<file path="src/hdl/ags_pkg.sv">
// ----------------------------------------------------------------------------
// ags_pkg: shared types and constants for the auto-ranging gain scanner
// Word formats, register indexes, gain codes and sizing constants.
// ----------------------------------------------------------------------------
package ags_pkg;

  // Scanner sizing
  localparam int CHANNELS      = 8;
  localparam int MAX_GAIN_CODE = 5;
  localparam int READING_BITS  = 16;

  localparam int CH_W   = (CHANNELS > 1) ? $clog2(CHANNELS) : 1;
  localparam int GAIN_W = 3;
  localparam int VOLT_W = 13;

  // Gain codes
  localparam logic [GAIN_W-1:0] GAIN_HALF  = 3'd0;
  localparam logic [GAIN_W-1:0] GAIN_UNITY = 3'd1;
  localparam logic [GAIN_W-1:0] GAIN_MAX   = GAIN_W'(MAX_GAIN_CODE);

  localparam logic [VOLT_W-1:0] VOLT_MAX = '1;

  // Configuration port
  localparam int CFG_IDX_W  = 2;
  localparam int CFG_DATA_W = 16;

  localparam logic [CFG_IDX_W-1:0] CFG_VREF_MV   = 2'd0;
  localparam logic [CFG_IDX_W-1:0] CFG_LOW_THR   = 2'd1;
  localparam logic [CFG_IDX_W-1:0] CFG_HIGH_THR  = 2'd2;

  localparam logic [11:0] VREF_RST     = 12'd2400;
  localparam logic [15:0] LOW_THR_RST  = 16'h7F00;
  localparam logic [15:0] HIGH_THR_RST = 16'hFF00;

  typedef struct packed {
    logic [15:0] reading;
    logic        auto_adjust;
  } in_word_t;

  typedef struct packed {
    logic [2:0]        channel;
    logic [GAIN_W-1:0] gain_code;
    logic              remeasure;
    logic [VOLT_W-1:0] voltage_mv;
    logic [2:0]        next_channel;
    logic [GAIN_W-1:0] next_gain_code;
    logic              scan_complete;
  } out_word_t;

  // Operands handed to the ranging datapath
  typedef struct packed {
    logic [15:0]       reading;
    logic              auto_adjust;
    logic [GAIN_W-1:0] gain;
    logic [11:0]       vref_mv;
    logic [15:0]       low_thr;
    logic [15:0]       high_thr;
  } range_req_t;

  // Decision returned by the ranging datapath
  typedef struct packed {
    logic              redo;
    logic [GAIN_W-1:0] new_gain;
    logic [VOLT_W-1:0] voltage_mv;
  } range_dec_t;

endpackage

</file>
<file path="src/hdl/ags_ranger.sv">
// ----------------------------------------------------------------------------
// ags_ranger: gain decision and voltage scaling
// Picks the new gain for one reading and scales the reading to millivolts.
// ----------------------------------------------------------------------------
module ags_ranger (
  input  ags_pkg::range_req_t req,
  output ags_pkg::range_dec_t dec
);

  localparam int PROD_W  = 16 + 12;
  localparam int SHAMT_W = 5;

  logic [PROD_W-1:0]  prod;
  logic [PROD_W:0]    doubled;
  logic [SHAMT_W-1:0] shamt;
  logic [PROD_W:0]    scaled;
  logic               is_low;
  logic               is_high;

  assign is_low  = (req.reading <= req.low_thr);
  assign is_high = (req.reading >= req.high_thr);

  // voltage = (reading * 2 * vref) >> (READING_BITS + gain), saturated
  assign prod    = PROD_W'(req.reading) * PROD_W'(req.vref_mv);
  assign doubled = {prod, 1'b0};
  assign shamt   = SHAMT_W'(ags_pkg::READING_BITS) + SHAMT_W'(req.gain);
  assign scaled  = doubled >> shamt;

  always_comb begin
    dec.redo     = 1'b0;
    dec.new_gain = req.gain;
    if (req.auto_adjust) begin
      // low test wins when both thresholds are met
      if (is_low) begin
        if (req.gain < ags_pkg::GAIN_MAX) begin
          dec.new_gain = req.gain + 1'b1;
          dec.redo     = 1'b1;
        end
      end else if (is_high) begin
        if (req.gain != ags_pkg::GAIN_HALF) begin
          dec.new_gain = req.gain - 1'b1;
          dec.redo     = 1'b1;
        end
      end
    end else if (req.gain != ags_pkg::GAIN_UNITY) begin
      dec.new_gain = ags_pkg::GAIN_UNITY;
      dec.redo     = 1'b1;
    end

    if (dec.redo) begin
      dec.voltage_mv = '0;
    end else if (scaled > (PROD_W + 1)'(ags_pkg::VOLT_MAX)) begin
      dec.voltage_mv = ags_pkg::VOLT_MAX;
    end else begin
      dec.voltage_mv = scaled[ags_pkg::VOLT_W-1:0];
    end
  end

endmodule

</file>
<file path="src/hdl/autorange_gain_scanner_top.sv">
// ----------------------------------------------------------------------------
// autorange_gain_scanner_top: ADC channel scanner with per-channel PGA gain
// Ring scan of ADC channels, auto-ranging gain per channel, mV scaling.
// ----------------------------------------------------------------------------
// Usage:
//   in_*  : one word per ADC reading of the channel currently selected.
//           Accepted when in_valid is high and in_stall is low.
//   out_* : one word per reading: channel, gain used, re-read flag, voltage,
//           and the mux channel and gain code to program for the next sample.
//   cfg_* : write-only registers (0 vref_mv, 1 low_threshold,
//           2 high_threshold), written when cfg_we is high. Write only idle.
// Pipeline: a word passes the input register, then the result register;
//   out_valid rises as the word moves into the result register. Throughput:
//   one word per cycle while out_stall is low; the gain table and channel
//   pointer update in the same cycle a word moves into the result
//   register, so the next word sees them at once.
// Stall: out_stall holds the result register; a word waiting in the input
//   register raises in_stall only when the result register cannot drain.
// Reset (rst_n low, synchronous): all gains x1, channel 0, registers to
//   vref 2400 mV, thresholds 0x7F00 / 0xFF00, both stages empty.
// ----------------------------------------------------------------------------
module autorange_gain_scanner_top (
  input  logic                                 clk,
  input  logic                                 rst_n,
  // input channel
  input  logic                                 in_valid,
  output logic                                 in_stall,
  input  ags_pkg::in_word_t                    in_data,
  // result channel
  output logic                                 out_valid,
  input  logic                                 out_stall,
  output ags_pkg::out_word_t                   out_data,
  // configuration
  input  logic                                 cfg_we,
  input  logic [ags_pkg::CFG_IDX_W-1:0]        cfg_index,
  input  logic [ags_pkg::CFG_DATA_W-1:0]       cfg_wdata
);

  localparam logic [ags_pkg::CH_W-1:0] CH_LAST = ags_pkg::CH_W'(ags_pkg::CHANNELS - 1);

  // config registers
  logic [11:0] vref_r;
  logic [15:0] low_thr_r;
  logic [15:0] high_thr_r;

  // input stage
  logic               s1_valid_r, s1_valid_nxt;
  ags_pkg::in_word_t  s1_word_r;

  // result stage
  logic               out_valid_r, out_valid_nxt;
  ags_pkg::out_word_t out_word_r, out_word_nxt;

  // scan state
  logic [ags_pkg::CH_W-1:0]   ch_r, ch_nxt;
  logic [ags_pkg::GAIN_W-1:0] cur_gain_r, cur_gain_nxt;
  logic [ags_pkg::GAIN_W-1:0] gain_tbl_r [ags_pkg::CHANNELS];

  logic                     s1_adv;
  logic                     in_accept;
  logic                     wrap;
  logic [ags_pkg::CH_W-1:0] ch_inc;
  ags_pkg::range_req_t      req;
  ags_pkg::range_dec_t      dec;

  // handshake: input stage drains when the result register is free
  assign s1_adv    = s1_valid_r && (!out_valid_r || !out_stall);
  assign in_stall  = s1_valid_r && !s1_adv;
  assign in_accept = in_valid && !in_stall;
  assign out_valid = out_valid_r;
  assign out_data  = out_word_r;

  always_comb begin
    s1_valid_nxt = s1_valid_r;
    if (in_accept) begin
      s1_valid_nxt = 1'b1;
    end else if (s1_adv) begin
      s1_valid_nxt = 1'b0;
    end
    out_valid_nxt = out_valid_r;
    if (s1_adv) begin
      out_valid_nxt = 1'b1;
    end else if (!out_stall) begin
      out_valid_nxt = 1'b0;
    end
  end

  always_ff @(posedge clk) begin
    if (!rst_n) begin
      vref_r     <= ags_pkg::VREF_RST;
      low_thr_r  <= ags_pkg::LOW_THR_RST;
      high_thr_r <= ags_pkg::HIGH_THR_RST;
    end else if (cfg_we) begin
      unique case (cfg_index)
        ags_pkg::CFG_VREF_MV:  vref_r     <= cfg_wdata[11:0];
        ags_pkg::CFG_LOW_THR:  low_thr_r  <= cfg_wdata[15:0];
        ags_pkg::CFG_HIGH_THR: high_thr_r <= cfg_wdata[15:0];
        default: ;  // unmapped index: ignored
      endcase
    end
  end

  // ranging datapath for the word in the input stage
  assign req.reading     = s1_word_r.reading;
  assign req.auto_adjust = s1_word_r.auto_adjust;
  assign req.gain        = cur_gain_r;
  assign req.vref_mv     = vref_r;
  assign req.low_thr     = low_thr_r;
  assign req.high_thr    = high_thr_r;

  ags_ranger u_ranger (
    .req (req),
    .dec (dec)
  );

  // next channel: stay on a re-read, else step around the ring
  assign wrap   = !dec.redo && (ch_r == CH_LAST);
  assign ch_inc = (ch_r == CH_LAST) ? '0 : ch_r + 1'b1;

  always_comb begin
    ch_nxt       = ch_r;
    cur_gain_nxt = dec.new_gain;
    if (!dec.redo) begin
      ch_nxt = ch_inc;
      // single-channel ring reads back the entry just written
      if (ch_inc != ch_r) begin
        cur_gain_nxt = gain_tbl_r[ch_inc];
      end
    end
  end

  always_comb begin
    out_word_nxt.channel        = 3'(ch_r);
    out_word_nxt.gain_code      = cur_gain_r;
    out_word_nxt.remeasure      = dec.redo;
    out_word_nxt.voltage_mv     = dec.voltage_mv;
    out_word_nxt.next_channel   = 3'(ch_nxt);
    out_word_nxt.next_gain_code = cur_gain_nxt;
    out_word_nxt.scan_complete  = wrap;
  end

  always_ff @(posedge clk) begin
    if (!rst_n) begin
      s1_valid_r  <= 1'b0;
      out_valid_r <= 1'b0;
      ch_r        <= '0;
      cur_gain_r  <= ags_pkg::GAIN_UNITY;
      for (int i = 0; i < ags_pkg::CHANNELS; i++) begin
        gain_tbl_r[i] <= ags_pkg::GAIN_UNITY;
      end
    end else begin
      s1_valid_r  <= s1_valid_nxt;
      out_valid_r <= out_valid_nxt;
      if (s1_adv) begin
        ch_r             <= ch_nxt;
        cur_gain_r       <= cur_gain_nxt;
        gain_tbl_r[ch_r] <= dec.new_gain;
      end
    end
  end

  // payload registers
  always_ff @(posedge clk) begin
    if (in_accept) begin
      s1_word_r <= in_data;
    end
    if (s1_adv) begin
      out_word_r <= out_word_nxt;
    end
  end

`ifndef SYNTHESIS
  // a word in the input stage is held, not dropped, while the result stalls
  a_s1_hold: assert property (@(posedge clk) disable iff (!rst_n)
    s1_valid_r && out_valid_r && out_stall |=> s1_valid_r)
    else $error("input stage word lost under stall");

  // re-read keeps the channel, reports no voltage and no wrap
  a_redo_word: assert property (@(posedge clk) disable iff (!rst_n)
    out_valid_r && out_word_r.remeasure |->
      out_word_r.next_channel == out_word_r.channel &&
      out_word_r.voltage_mv == '0 && !out_word_r.scan_complete)
    else $error("re-read word inconsistent");

  // cached gain never leaves the legal range
  a_gain_range: assert property (@(posedge clk) disable iff (!rst_n)
    cur_gain_r <= ags_pkg::GAIN_MAX)
    else $error("gain code out of range");

  // channel pointer stays inside the ring
  a_ch_range: assert property (@(posedge clk) disable iff (!rst_n)
    ch_r <= CH_LAST)
    else $error("channel pointer out of range");

  // cached gain matches the table entry of the current channel
  a_gain_cache: assert property (@(posedge clk) disable iff (!rst_n)
    cur_gain_r == gain_tbl_r[ch_r])
    else $error("gain cache out of step with table");
`endif

endmodule
</file>
<file path="config.mk">
export PLATFORM = sky130hd
export DESIGN_NAME = autorange_gain_scanner_top
export DESIGN_NICKNAME = d
export VERILOG_FILES = /design/src/hdl/ags_pkg.sv /design/src/hdl/ags_ranger.sv /design/src/hdl/autorange_gain_scanner_top.sv
export SDC_FILE = /design/constraint.sdc
export NUM_CORES = 1
export LEC_CHECK = 0
export ABC_AREA = 1
export BUFFER_PORTS_ARGS = -buffer_cell sky130_fd_sc_hd__buf_2
export CAP_MARGIN = 10
export CORE_AREA = 2 2 110 218
export DETAILED_ROUTE_END_ITERATION = 7
export DIE_AREA = 0 0 112 220
export PLACE_DENSITY = 0.72
export SETUP_SLACK_MARGIN = 0.3
export SLEW_MARGIN = 40
export SYNTH_ARGS = -nofsm -noshare
export SYNTH_HDL_FRONTEND = slang
export SYNTH_SLANG_ARGS = --single-unit
</file>
<file path="constraint.sdc">
create_clock -name clk -period 6.29 [get_ports clk]
set_input_delay 0.9435 -clock clk [delete_from_list [all_inputs] [get_ports clk]]
set_output_delay 0.9435 -clock clk [all_outputs]
set_load 0.01 [all_outputs]
</file>
; ---- Word-level counts from Yosys, hierarchy flattened
; Memories as Yosys holds them, arrays and structs flattened.
; Cells that the tools add are included.
; Widths: inputs -> output; s select.
[classes]
n_bitwise = 0
n_div = 0
mul = 1
mux = 22
n_lt_le_gt_ge = 4
reduce_logical = 17
eq_ne = 6
shifts = 1
add_sub_neg = 4
[ops]
columns = op, count
row1 = $gt 29x13->1 const B, 1
row2 = $shr 29x5->29, 1
row3 = $mul 16x12->28, 1
row4 = $mux 4, 6
row5 = $mux 3, 6
row6 = $ge 16x16->1, 1
row7 = $le 16x16->1, 1
row8 = $mux 13, 1
row9 = $mux 1, 9
row10 = $add 3x1->3 const B, 2
row11 = $reduce_and 2->1, 3
row12 = $add 5x3->5 const A, 1
row13 = $logic_not 1->1, 5
row14 = $logic_and 1x1->1, 4
row15 = $eq 3x3->1 const B, 1
row16 = $lt 3x3->1 const B, 1
row17 = $ne 3x1->1 const B, 1
row18 = $ne 3x3->1, 1
row19 = $reduce_bool 3->1, 1
row20 = $reduce_or 3->1, 1
row21 = $sub 3x1->3 const B, 1
row22 = $eq 2x1->1 const B, 1
row23 = $eq 2x2->1 const B, 1
row24 = $logic_not 2->1, 1
row25 = other kinds (3), 3
[totals]
romBits = 0
mem_bits_rw = 24
ff_bits = 96
output_inout_bits = 29
in_bits = 40
latchBits = 0
elab_cells = 72
n_memories = 1
[memory_table]
columns = name, depth, word_bits, rd, rd_clocked_by_memory_dff, wr, line_no
row1 = gain_tbl_r, 8, 3, 1, 0, 8, autorange_gain_scanner_top.sv:57  ; logic [ags_pkg::GAIN_W-1:0] gain_tbl_r [ags_pkg::CHANNELS];

; ---- Depth between registers and ports, before layout
; Gate-level depths: netlist of the first run.
[logic_depth]
ltp_word = 8
mapped_depth = 29
depth_no_buf = 28

; ---- By module
; Synthesis of the first run repeated with hierarchy kept, for this count alone.
[unflattened]
cells_unflattened = 1642
hier_area_um2 = 12464.5
[by_module_without_submodules]
columns = mod, area_each_um2, n_inst, seq_area_each_um2, cells_each
row1 = ags_ranger, 7878.8, 1, 0.0, 1180
row2 = autorange_gain_scanner_top, 4585.6, 1, 3083.0, 462

; ---- Worst setup path before layout of the first run
; No wires, ideal clock.
[synth_timing]
path_kind = flip-flop to flip-flop
start = register vref_r[11]
end = register out_word_r, in the netlist out_data[14] (data pin)
setup_ns = 0.257
path_slack_ns = 1.032
arrival_time_ns = 5.001
period_less_slack_ns = 5.258
stages_incl_launch_ff = 25
path_buffers = 2
t_required_ns = 6.033
cell_sequence = dfxtp_1 > clkbuf_1 > clkbuf_1 > nand2_1 > fa_1 > fa_1 > inv_1 > fa_1 > fa_1 > inv_1 > fa_1 > inv_1 > ha_1 > a21oi_1 > o21ai_0 > a21oi_1 > nor2_1 > nor2_1 > nand3_1 > nand2_1 > nand2_1 > nand3_1 > nand2_1 > nand2_1 > o21ai_1
[synth_via]
elab_chain_len = 4
[synth_rtl]
columns = item, line_no
row1 = from (decl), autorange_gain_scanner_top.sv:42  ; logic [11:0] vref_r;
row2 = from (signal assigned), autorange_gain_scanner_top.sv:90  ; vref_r <= ags_pkg::VREF_RST;
row3 = from (signal assigned), autorange_gain_scanner_top.sv:95  ; ags_pkg::CFG_VREF_MV: vref_r <= cfg_wdata[11:0];
row4 = $mul 16x12->28 *, ags_ranger.sv:24  ; assign prod = PROD_W'(req.reading) * PROD_W'(req.vref_mv);
row5 = $shr 29x5->29 *, ags_ranger.sv:27  ; assign scaled = doubled >> shamt;
row6 = $gt 29x13->1, ags_ranger.sv:52  ; end else if (scaled > (PROD_W + 1)'(ags_pkg::VOLT_MAX)) begin
row7 = $mux 13 *, ags_ranger.sv:52
row8 = to (signal assigned), autorange_gain_scanner_top.sv:168  ; out_word_r <= out_word_nxt;
row9 = to (decl), autorange_gain_scanner_top.sv:52  ; ags_pkg::out_word_t out_word_r, out_word_nxt;
; Mark *: on every way between the ends. The rest lies on a longest branch, timed or not.
; A chain may end at the register's enable or synchronous reset.

; ---- Final worst setup path of the first run
[layout_timing]
start = register s1_word_r, in the netlist req[55]
end = register out_word_r, in the netlist out_data[8] (data pin)
[layout_via]
elab_chain_len = 4
elab_cells_between_ends = 9
classes_between = mul: 1 / order compare: 3 / shift: 1 / mux: 4
[layout_rtl]
columns = item, line_no
row1 = from (decl), autorange_gain_scanner_top.sv:48  ; ags_pkg::in_word_t s1_word_r;
row2 = from (signal assigned), autorange_gain_scanner_top.sv:165  ; s1_word_r <= in_data;
row3 = $mul 16x12->28 / $ge 16x16->1 (equally long branches), "ags_ranger.sv:24, ags_ranger.sv:21"
row4 = $shr 29x5->29 / $mux 4 (equally long branches), "ags_ranger.sv:27, ags_ranger.sv:39"
row5 = $gt 29x13->1 / $mux 4 (equally long branches), "ags_ranger.sv:52, ags_ranger.sv:34"
row6 = $mux 13 / $mux 4 (equally long branches), "ags_ranger.sv:52, ags_ranger.sv:32"
; Several ways; a longest one is shown, not always the timed one.

==> results of run 1 <==
[sequential cells by signal (all words and copies together) (netlist names)]
signal      count
ch_r            3
cur_gain_r      3
out_valid       1
gain_tbl_r     24
vref_r         12
out_data       27
low_thr_r      16
s1_valid_r      1
req            17
high_thr_r     16
[metrics by stage]
step	std cells	worst slack (ns)	area, um2	power, uW
after floorplan	1601	1.032	12370	3171
after global placement	1915	0.3775	12990	3982
after detailed placement	1915	0.3690	13000	3989
after CTS	1947	0.3603	13610	5019
after global routing	1989	0.2899	13980	5583
final	1989	0.5478	13980	5072
[metal layers]
metal,vias to the layer above,part of all wire,GRT usage,wire (um)
met5,-,0,0,0
met4,0,0.086,0.2159,2961
met3,164,0.041,0.03740,1408
met2,390,0.55,0.5545,18810
met1,5197,0.33,0.2758,11170
li1,5080,-,-,-
[where the power goes]
group          switching [uW]  internal (uW)  leakage, uW
Combinational            2000           1100      0.00606
Sequential               54.0            919      0.00107
Clock                     393            615     0.000304
Total                    2440           2630      0.00744
[cell families after synthesis]
| logic type | synth area share |
|---|---|
| simple gates | 0.2189 |
| buf+inv | 0.1303 |
| fa+ha+maj | 0.3262 |
| compound gates | 0.07032 |
| flops | 0.2493 |
| xor+xnor | 0.004958 |
[cell type report]
type / instances / area (um2) / share of cell area
Tap cell: 283 / 354.1 / 0.02532
Multi-Input combinational cell: 1054 / 7692 / 0.5501
Clock inverter: 14 / 162.7 / 0.01163
Antenna cell: 1 / 2.502 / 0.0001789
Inverter: 369 / 1385 / 0.09904
Timing Repair Buffer: 130 / 843.3 / 0.06030
Clock buffer: 18 / 450.4 / 0.03221
Sequential cell: 120 / 3094 / 0.2213
[final timing paths]
check                             startpoint                    endpoint  slack (ns)
setup / recovery           req[55]$_DFFE_PP_   out_data[8]$_SDFFCE_PN0P_        0.55
hold reg to reg   high_thr_r[7]$_SDFFE_PN0P_  high_thr_r[7]$_SDFFE_PN0P_        0.46
setup reg to reg           req[55]$_DFFE_PP_   out_data[8]$_SDFFCE_PN0P_        0.55
hold / removal    high_thr_r[7]$_SDFFE_PN0P_  high_thr_r[7]$_SDFFE_PN0P_        0.46
[timing repair]
item,4_1_cts,5_1_grt
gates resized for setup,0,15
setup endpoints to repair,0,13
setup buffers,0,41
[worst max-delay path: stages (launching register included)]
cell,delay [ns]
edfxtp_1,0.52
buf_4,0.19
buf_4,0.12
nand2_1,0.08
fa_1,0.43
fa_1,0.50
fa_1,0.49
inv_1,0.05
fa_1,0.54
inv_1,0.06
fa_1,0.60
inv_1,0.06
ha_1,0.37
nand2_1,0.10
nand2_1,0.06
a31oi_1,0.21
nor2_1,0.08
o21ai_0,0.32
nand3_1,0.13
nand2_1,0.10
nand3_1,0.10
nand3_1,0.17
nand3_1,0.10
nand2_1,0.07
inv_1,0.04
[cells in the final DEF, fill, tap and decap left out, types with 3 or more instances in the layout]
cell type / Yosys / layout
o211ai_1: 15 / 15
nor2_1: 103 / 102
a21oi_1: 59 / 59
clkinv_4: 0 / 6
nand2_1: 434 / 434
nand4_1: 13 / 13
ha_1: 100 / 99
nor3_1: 6 / 6
edfxtp_1: 68 / 68
dfxtp_2: 0 / 6
dfxtp_1: 52 / 45
nand2_2: 8 / 8
nand3_1: 69 / 69
buf_12: 0 / 3
clkinv_1: 4 / 4
a32o_1: 3 / 3
buf_2: 7 / 67
clkbuf_16: 0 / 18
nand3_2: 5 / 5
o22ai_1: 3 / 3
o21ai_0: 50 / 48
nor2_4: 3 / 3
inv_1: 358 / 357
a21o_1: 4 / 4
xor2_1: 6 / 6
inv_2: 7 / 8
buf_4: 0 / 59
fa_1: 139 / 139
o21bai_1: 5 / 5
nand3b_1: 5 / 5
o21ai_1: 7 / 8
==> impl_metrics.py, run 1 <==
metrics = {
    "run_status": {
        "outcome": "completed",
    },
    "clock_tree": {
        "cts-buffers-inserted": 17,
        "hold_buffers": 0,
        "clk_path_buf_depth": 2,
        "tritoncts": "built",
        "insertion_delay_ns": 0.44,
        "cts.sinks": 120,
        "root_buffer": "clkbuf_16",
        "clk_pin_slew_ns": 0.06,
        "cts.htree.levels": 4,
    },
    "sta": {
        "timing.hold.ws_ns": 0.4630,
        "relSlewSlack": 0.4796,
        "slew_violations": 0,
        "final_hold_viol_count": 0,
        "max_freq_mhz": 174.1,
        "setup_violations": 0,
        "finalCritPeriodShare": 0.9129,
        "tns_ns": 0,
        "finClkSkew_ns": 0.01104,
        "rsz0062_at_grt": "false",
        "fin_crit_ns": 5.742,
        "tightest_slew_ns": 0.7795,
    },
    "run": {
        "cap_violations": 0,
    },
    "floorplan": {
        "initial_utilization": 0.5346,
        "die_w_um": 112,
        "core_area_mm2": 0.02313,
        "io_pins": 69,
        "fp-row-count": 79,
        "die_area_mm2": 0.02464,
        "die_h_um": 220,
    },
    "detailed_routing": {
        "routed-via-count": 10830,
        "drt-wirelength-per-cell_um": 17.27,
        "viasPerCell": 5.445,
        "routed_wl_mm": 34.35,
        "drcViolationCount": 0,
        "drt_first_pass_iters": 5,
        "ant_nets": 0,
        "drt_iter0_markers": 616,
    },
    "worst_setup_path": {
        "critPathMaxFanout": 8,
        "worstPathArrival_ns": 5.93,
        "reg2reg_depth": 24,
        "crit_required_ns": 6.48,
        "critPathLaunchType": "flip-flop",
        "cp-end-kind": "flip-flop",
        "worstSetupPathType": "flip-flop to flip-flop",
    },
    "global_route": {
        "grt_first_pass_wirelength_mm": 54.86,
        "grt-ovfl-total": 0,
        "antenna_found_initial": 1,
        "grt_max_degree": 57,
        "grt_pass1_vias": 11260,
        "grt_usage": 0.2895,
    },
    "logic_synthesis": {
        "synth_nets": 1880,
        "synth_flop_cell": "edfxtp_1",
        "syn-cell-area_mm2": 0.01237,
        "synth-seq-cells": 120,
        "synth_enable_flop_cells": 68,
        "yosys.area.top_type_share": 0.2250,
        "synth_commonest_cells": "nand2_1, inv_1, fa_1, nor2_1, ha_1",
        "yosys.area.top_type": "fa_1",
        "synth_area_leaders": "fa_1, edfxtp_1, nand2_1, inv_1, ha_1",
        "ys_seq_area_frac": 0.2493,
        "async_flop_share": 0,
        "avgSynthCellArea_um2": 7.724,
        "yosys_warnings": 0,
        "yosysUniqueCellTypes": 38,
        "synth.most_common_cell": "nand2_1",
        "netlist_instances": 1601,
    },
    "placement": {
        "dp_hpwl_mm": 27.00,
        "gp_congestion": 0.9413,
        "io_buffers": 68,
    },
    "worst_hold_path": {
        "hold-path-cell-count": 2,
        "hold_path.class": "flip-flop to flip-flop",
    },
    "power": {
        "total_leakage_power_uw": 0.007436,
        "ir_worst_vdd_mv": 0.2691,
        "pwr_density_cell_mw_per_mm2": 362.7,
    },
    "final_layout": {
        "final_util": 0.6046,
        "syn_to_final_growth_pct": 13.09,
        "nFillCells": 2112,
        "fin_nets": 1971,
        "drive_gt1_frac": 0.1191,
    },
}
(Power assumes the default switching activity.)
==> run 2: changes to the inputs <==
PLACE_DENSITY = default   (was 0.72)
PLACE_DENSITY_LB_ADDON = 0.15   (was default)
==> impl_metrics.py, run 2 (synthesized netlist as in run 1, its figures left out) <==
metrics = {
    "clock_tree": {
        "clk_pin_slew_ns": 0.06,
        "insertion_delay_ns": 0.43,
        "cts-buffers-inserted": 17,
        "cts.htree.levels": 4,
        "tritoncts": "built",
        "root_buffer": "clkbuf_16",
        "cts.sinks": 120,
        "clk_path_buf_depth": 2,
        "hold_buffers": 0,
    },
    "sta": {
        "fin_crit_ns": 5.643,
        "fin_ws_ns": 0.6466,
        "rsz0062_at_grt": "false",
        "slew_violations": 0,
        "setup_violations": 0,
        "relSlewSlack": 0.4677,
        "tightest_slew_ns": 0.7974,
        "finalCritPeriodShare": 0.8972,
        "tns_ns": 0,
        "finClkSkew_ns": 0.01231,
        "max_freq_mhz": 177.2,
        "final_hold_viol_count": 0,
    },
    "power": {
        "ir_worst_vdd_mv": 0.3368,
        "total_leakage_power_uw": 0.007396,
        "pwr_density_cell_mw_per_mm2": 358.4,
    },
    "worst_hold_path": {
        "hold-path-cell-count": 2,
        "whs_endpoint": "high_thr_r[7]$_SDFFE_PN0P_",
        "min-delay-start": "high_thr_r[7]$_SDFFE_PN0P_",
        "hold_path.class": "flip-flop to flip-flop",
    },
    "worst_setup_path": {
        "r2r_start": "vref_r[8]$_SDFFE_PN1P_",
        "reg2reg_depth": 23,
        "worstPathArrival_ns": 5.82,
        "critPathMaxFanout": 17,
        "cp-end-kind": "flip-flop",
        "critPathLaunchType": "flip-flop",
        "worstSetupPathType": "flip-flop to flip-flop",
        "crit_required_ns": 6.46,
        "r2r_end": "out_data[12]$_SDFFCE_PN0P_",
        "r2r_slack_ns": 0.65,
    },
    "placement": {
        "placed_cells": 1917,
        "gp_congestion": 0.9189,
        "preCtsSetupSlack_ns": 0.3754,
        "io_buffers": 68,
        "post_dp_cell_area_mm2": 0.01301,
        "dp_hpwl_mm": 26.91,
    },
    "detailed_routing": {
        "drt_iter0_markers": 467,
        "routed_wl_mm": 33.67,
        "routed-via-count": 10370,
        "drcViolationCount": 0,
        "viasPerCell": 5.221,
        "drt-wirelength-per-cell_um": 16.95,
        "ant_nets": 0,
        "drt_first_pass_iters": 5,
    },
    "final_layout": {
        "layout_commonest_cell": "nand2_1",
        "largest_reg_flops": 27,
        "mostFrequentLayoutCells": "nand2_1, inv_1, fa_1, nor2_1, ha_1",
        "stdcell_count": 1987,
        "design_area_mm2": 0.01389,
        "seqCellArea_mm2": 0.003093,
        "nFillCells": 2168,
        "drive_gt1_frac": 0.1152,
        "final_util": 0.6005,
        "syn_to_final_growth_pct": 12.31,
        "multi_input_area_mm2": 0.007680,
        "fin_nets": 1967,
    },
    "floorplan": {
        "io_pins": 69,
        "die_h_um": 220,
        "core_area_mm2": 0.02313,
        "die_area_mm2": 0.02464,
        "initial_utilization": 0.5346,
        "die_w_um": 112,
        "fp-row-count": 79,
    },
    "global_route": {
        "grt_pass1_vias": 11040,
        "antenna_found_initial": 3,
        "grt_max_degree": 57,
        "grt_usage": 0.2870,
        "grt-ovfl-total": 0,
        "grt_first_pass_wirelength_mm": 54.32,
    },
    "run": {
        "cap_violations": 0,
    },
    "run_status": {
        "outcome": "completed",
    },
}
==> run 2: cell types whose count changed in the layout (fill, tap and decap cells not counted), sizes merged <==
| cell | previous run | this run |
|---|---|---|
| clkinv | 12 | 6 |
| inv | 369 | 373 |
| buf | 129 | 126 |
| clkbuf | 19 | 20 |
| diode | 1 | 3 |
==> run 2: where the power goes <==
group / internal (uW) / switching [uW]
combinational: 1080 / 1940
sequential: 919 / 52.9
clock: 609 / 381
total: 2610 / 2370
==> run 2: metrics by stage <==
| step | power [uW] | hold WS (ns) |
|---|---|---|
| after global routing | 5512 | 0.4753 |
| after CTS | 5003 | 0.4637 |
| after detailed placement | 3987 | 0.4541 |
| after floorplan | 3171 | 0.4323 |
| after global placement | 3980 | 0.4457 |
| final | 4977 | 0.4623 |
==> run 2: worst max path at each step <==
stage                                 start                          to  cells past startpoint  slack, ns
detailed placement   vref_r[8]$_SDFFE_PN1P_   out_data[8]$_SDFFCE_PN0P_                     24       0.38
CTS                  vref_r[8]$_SDFFE_PN1P_  out_data[12]$_SDFFCE_PN0P_                     24       0.37
floorplan           vref_r[11]$_SDFFE_PN1P_  out_data[14]$_SDFFCE_PN0P_                     24       1.03
finish               vref_r[8]$_SDFFE_PN1P_  out_data[12]$_SDFFCE_PN0P_                     23       0.65
global placement     vref_r[8]$_SDFFE_PN1P_   out_data[8]$_SDFFCE_PN0P_                     24       0.45
global route              req[55]$_DFFE_PP_  out_data[14]$_SDFFCE_PN0P_                     23       0.32
==> run 2: cell type report <==
type	count	area share
diodes	3	0.0005405
clock buffers	20	0.03288
clock inverters	12	0.009640
inverters	369	0.09973
multi-input cells	1054	0.5530
flip-flops and latches	120	0.2227
well taps	283	0.02550
repair buffers	126	0.05604
==> run 2: worst max-delay path, stage by stage, from the launching register on <==
cell,delay (ns)
dfxtp_2,0.59
nand2_1,0.17
fa_1,0.56
inv_1,0.05
fa_1,0.48
fa_1,0.54
fa_1,0.56
inv_1,0.06
fa_1,0.53
inv_1,0.04
ha_1,0.37
nand2_1,0.13
nor4_1,0.46
nand2_1,0.12
nand2_2,0.10
nand2_2,0.07
nand2_2,0.07
nand2_2,0.06
nand3_2,0.08
nand2_1,0.08
nand2_1,0.10
nand2_1,0.06
nand2_1,0.06
nand2_1,0.05
==> run 2: repair_timing <==
item	CTS	global route
resized for setup	0	11
setup buffers	0	35
endpoints found under the setup margin	0	12
==> run 2: per-layer routing <==
layer	vias up	track usage	share of wire
met1	4970	0.2737	0.34
met2	232	0.5786	0.57
met3	112	0.02723	0.026
li1	5060	-	-
met4	0	0.1703	0.058
met5	-	0	0
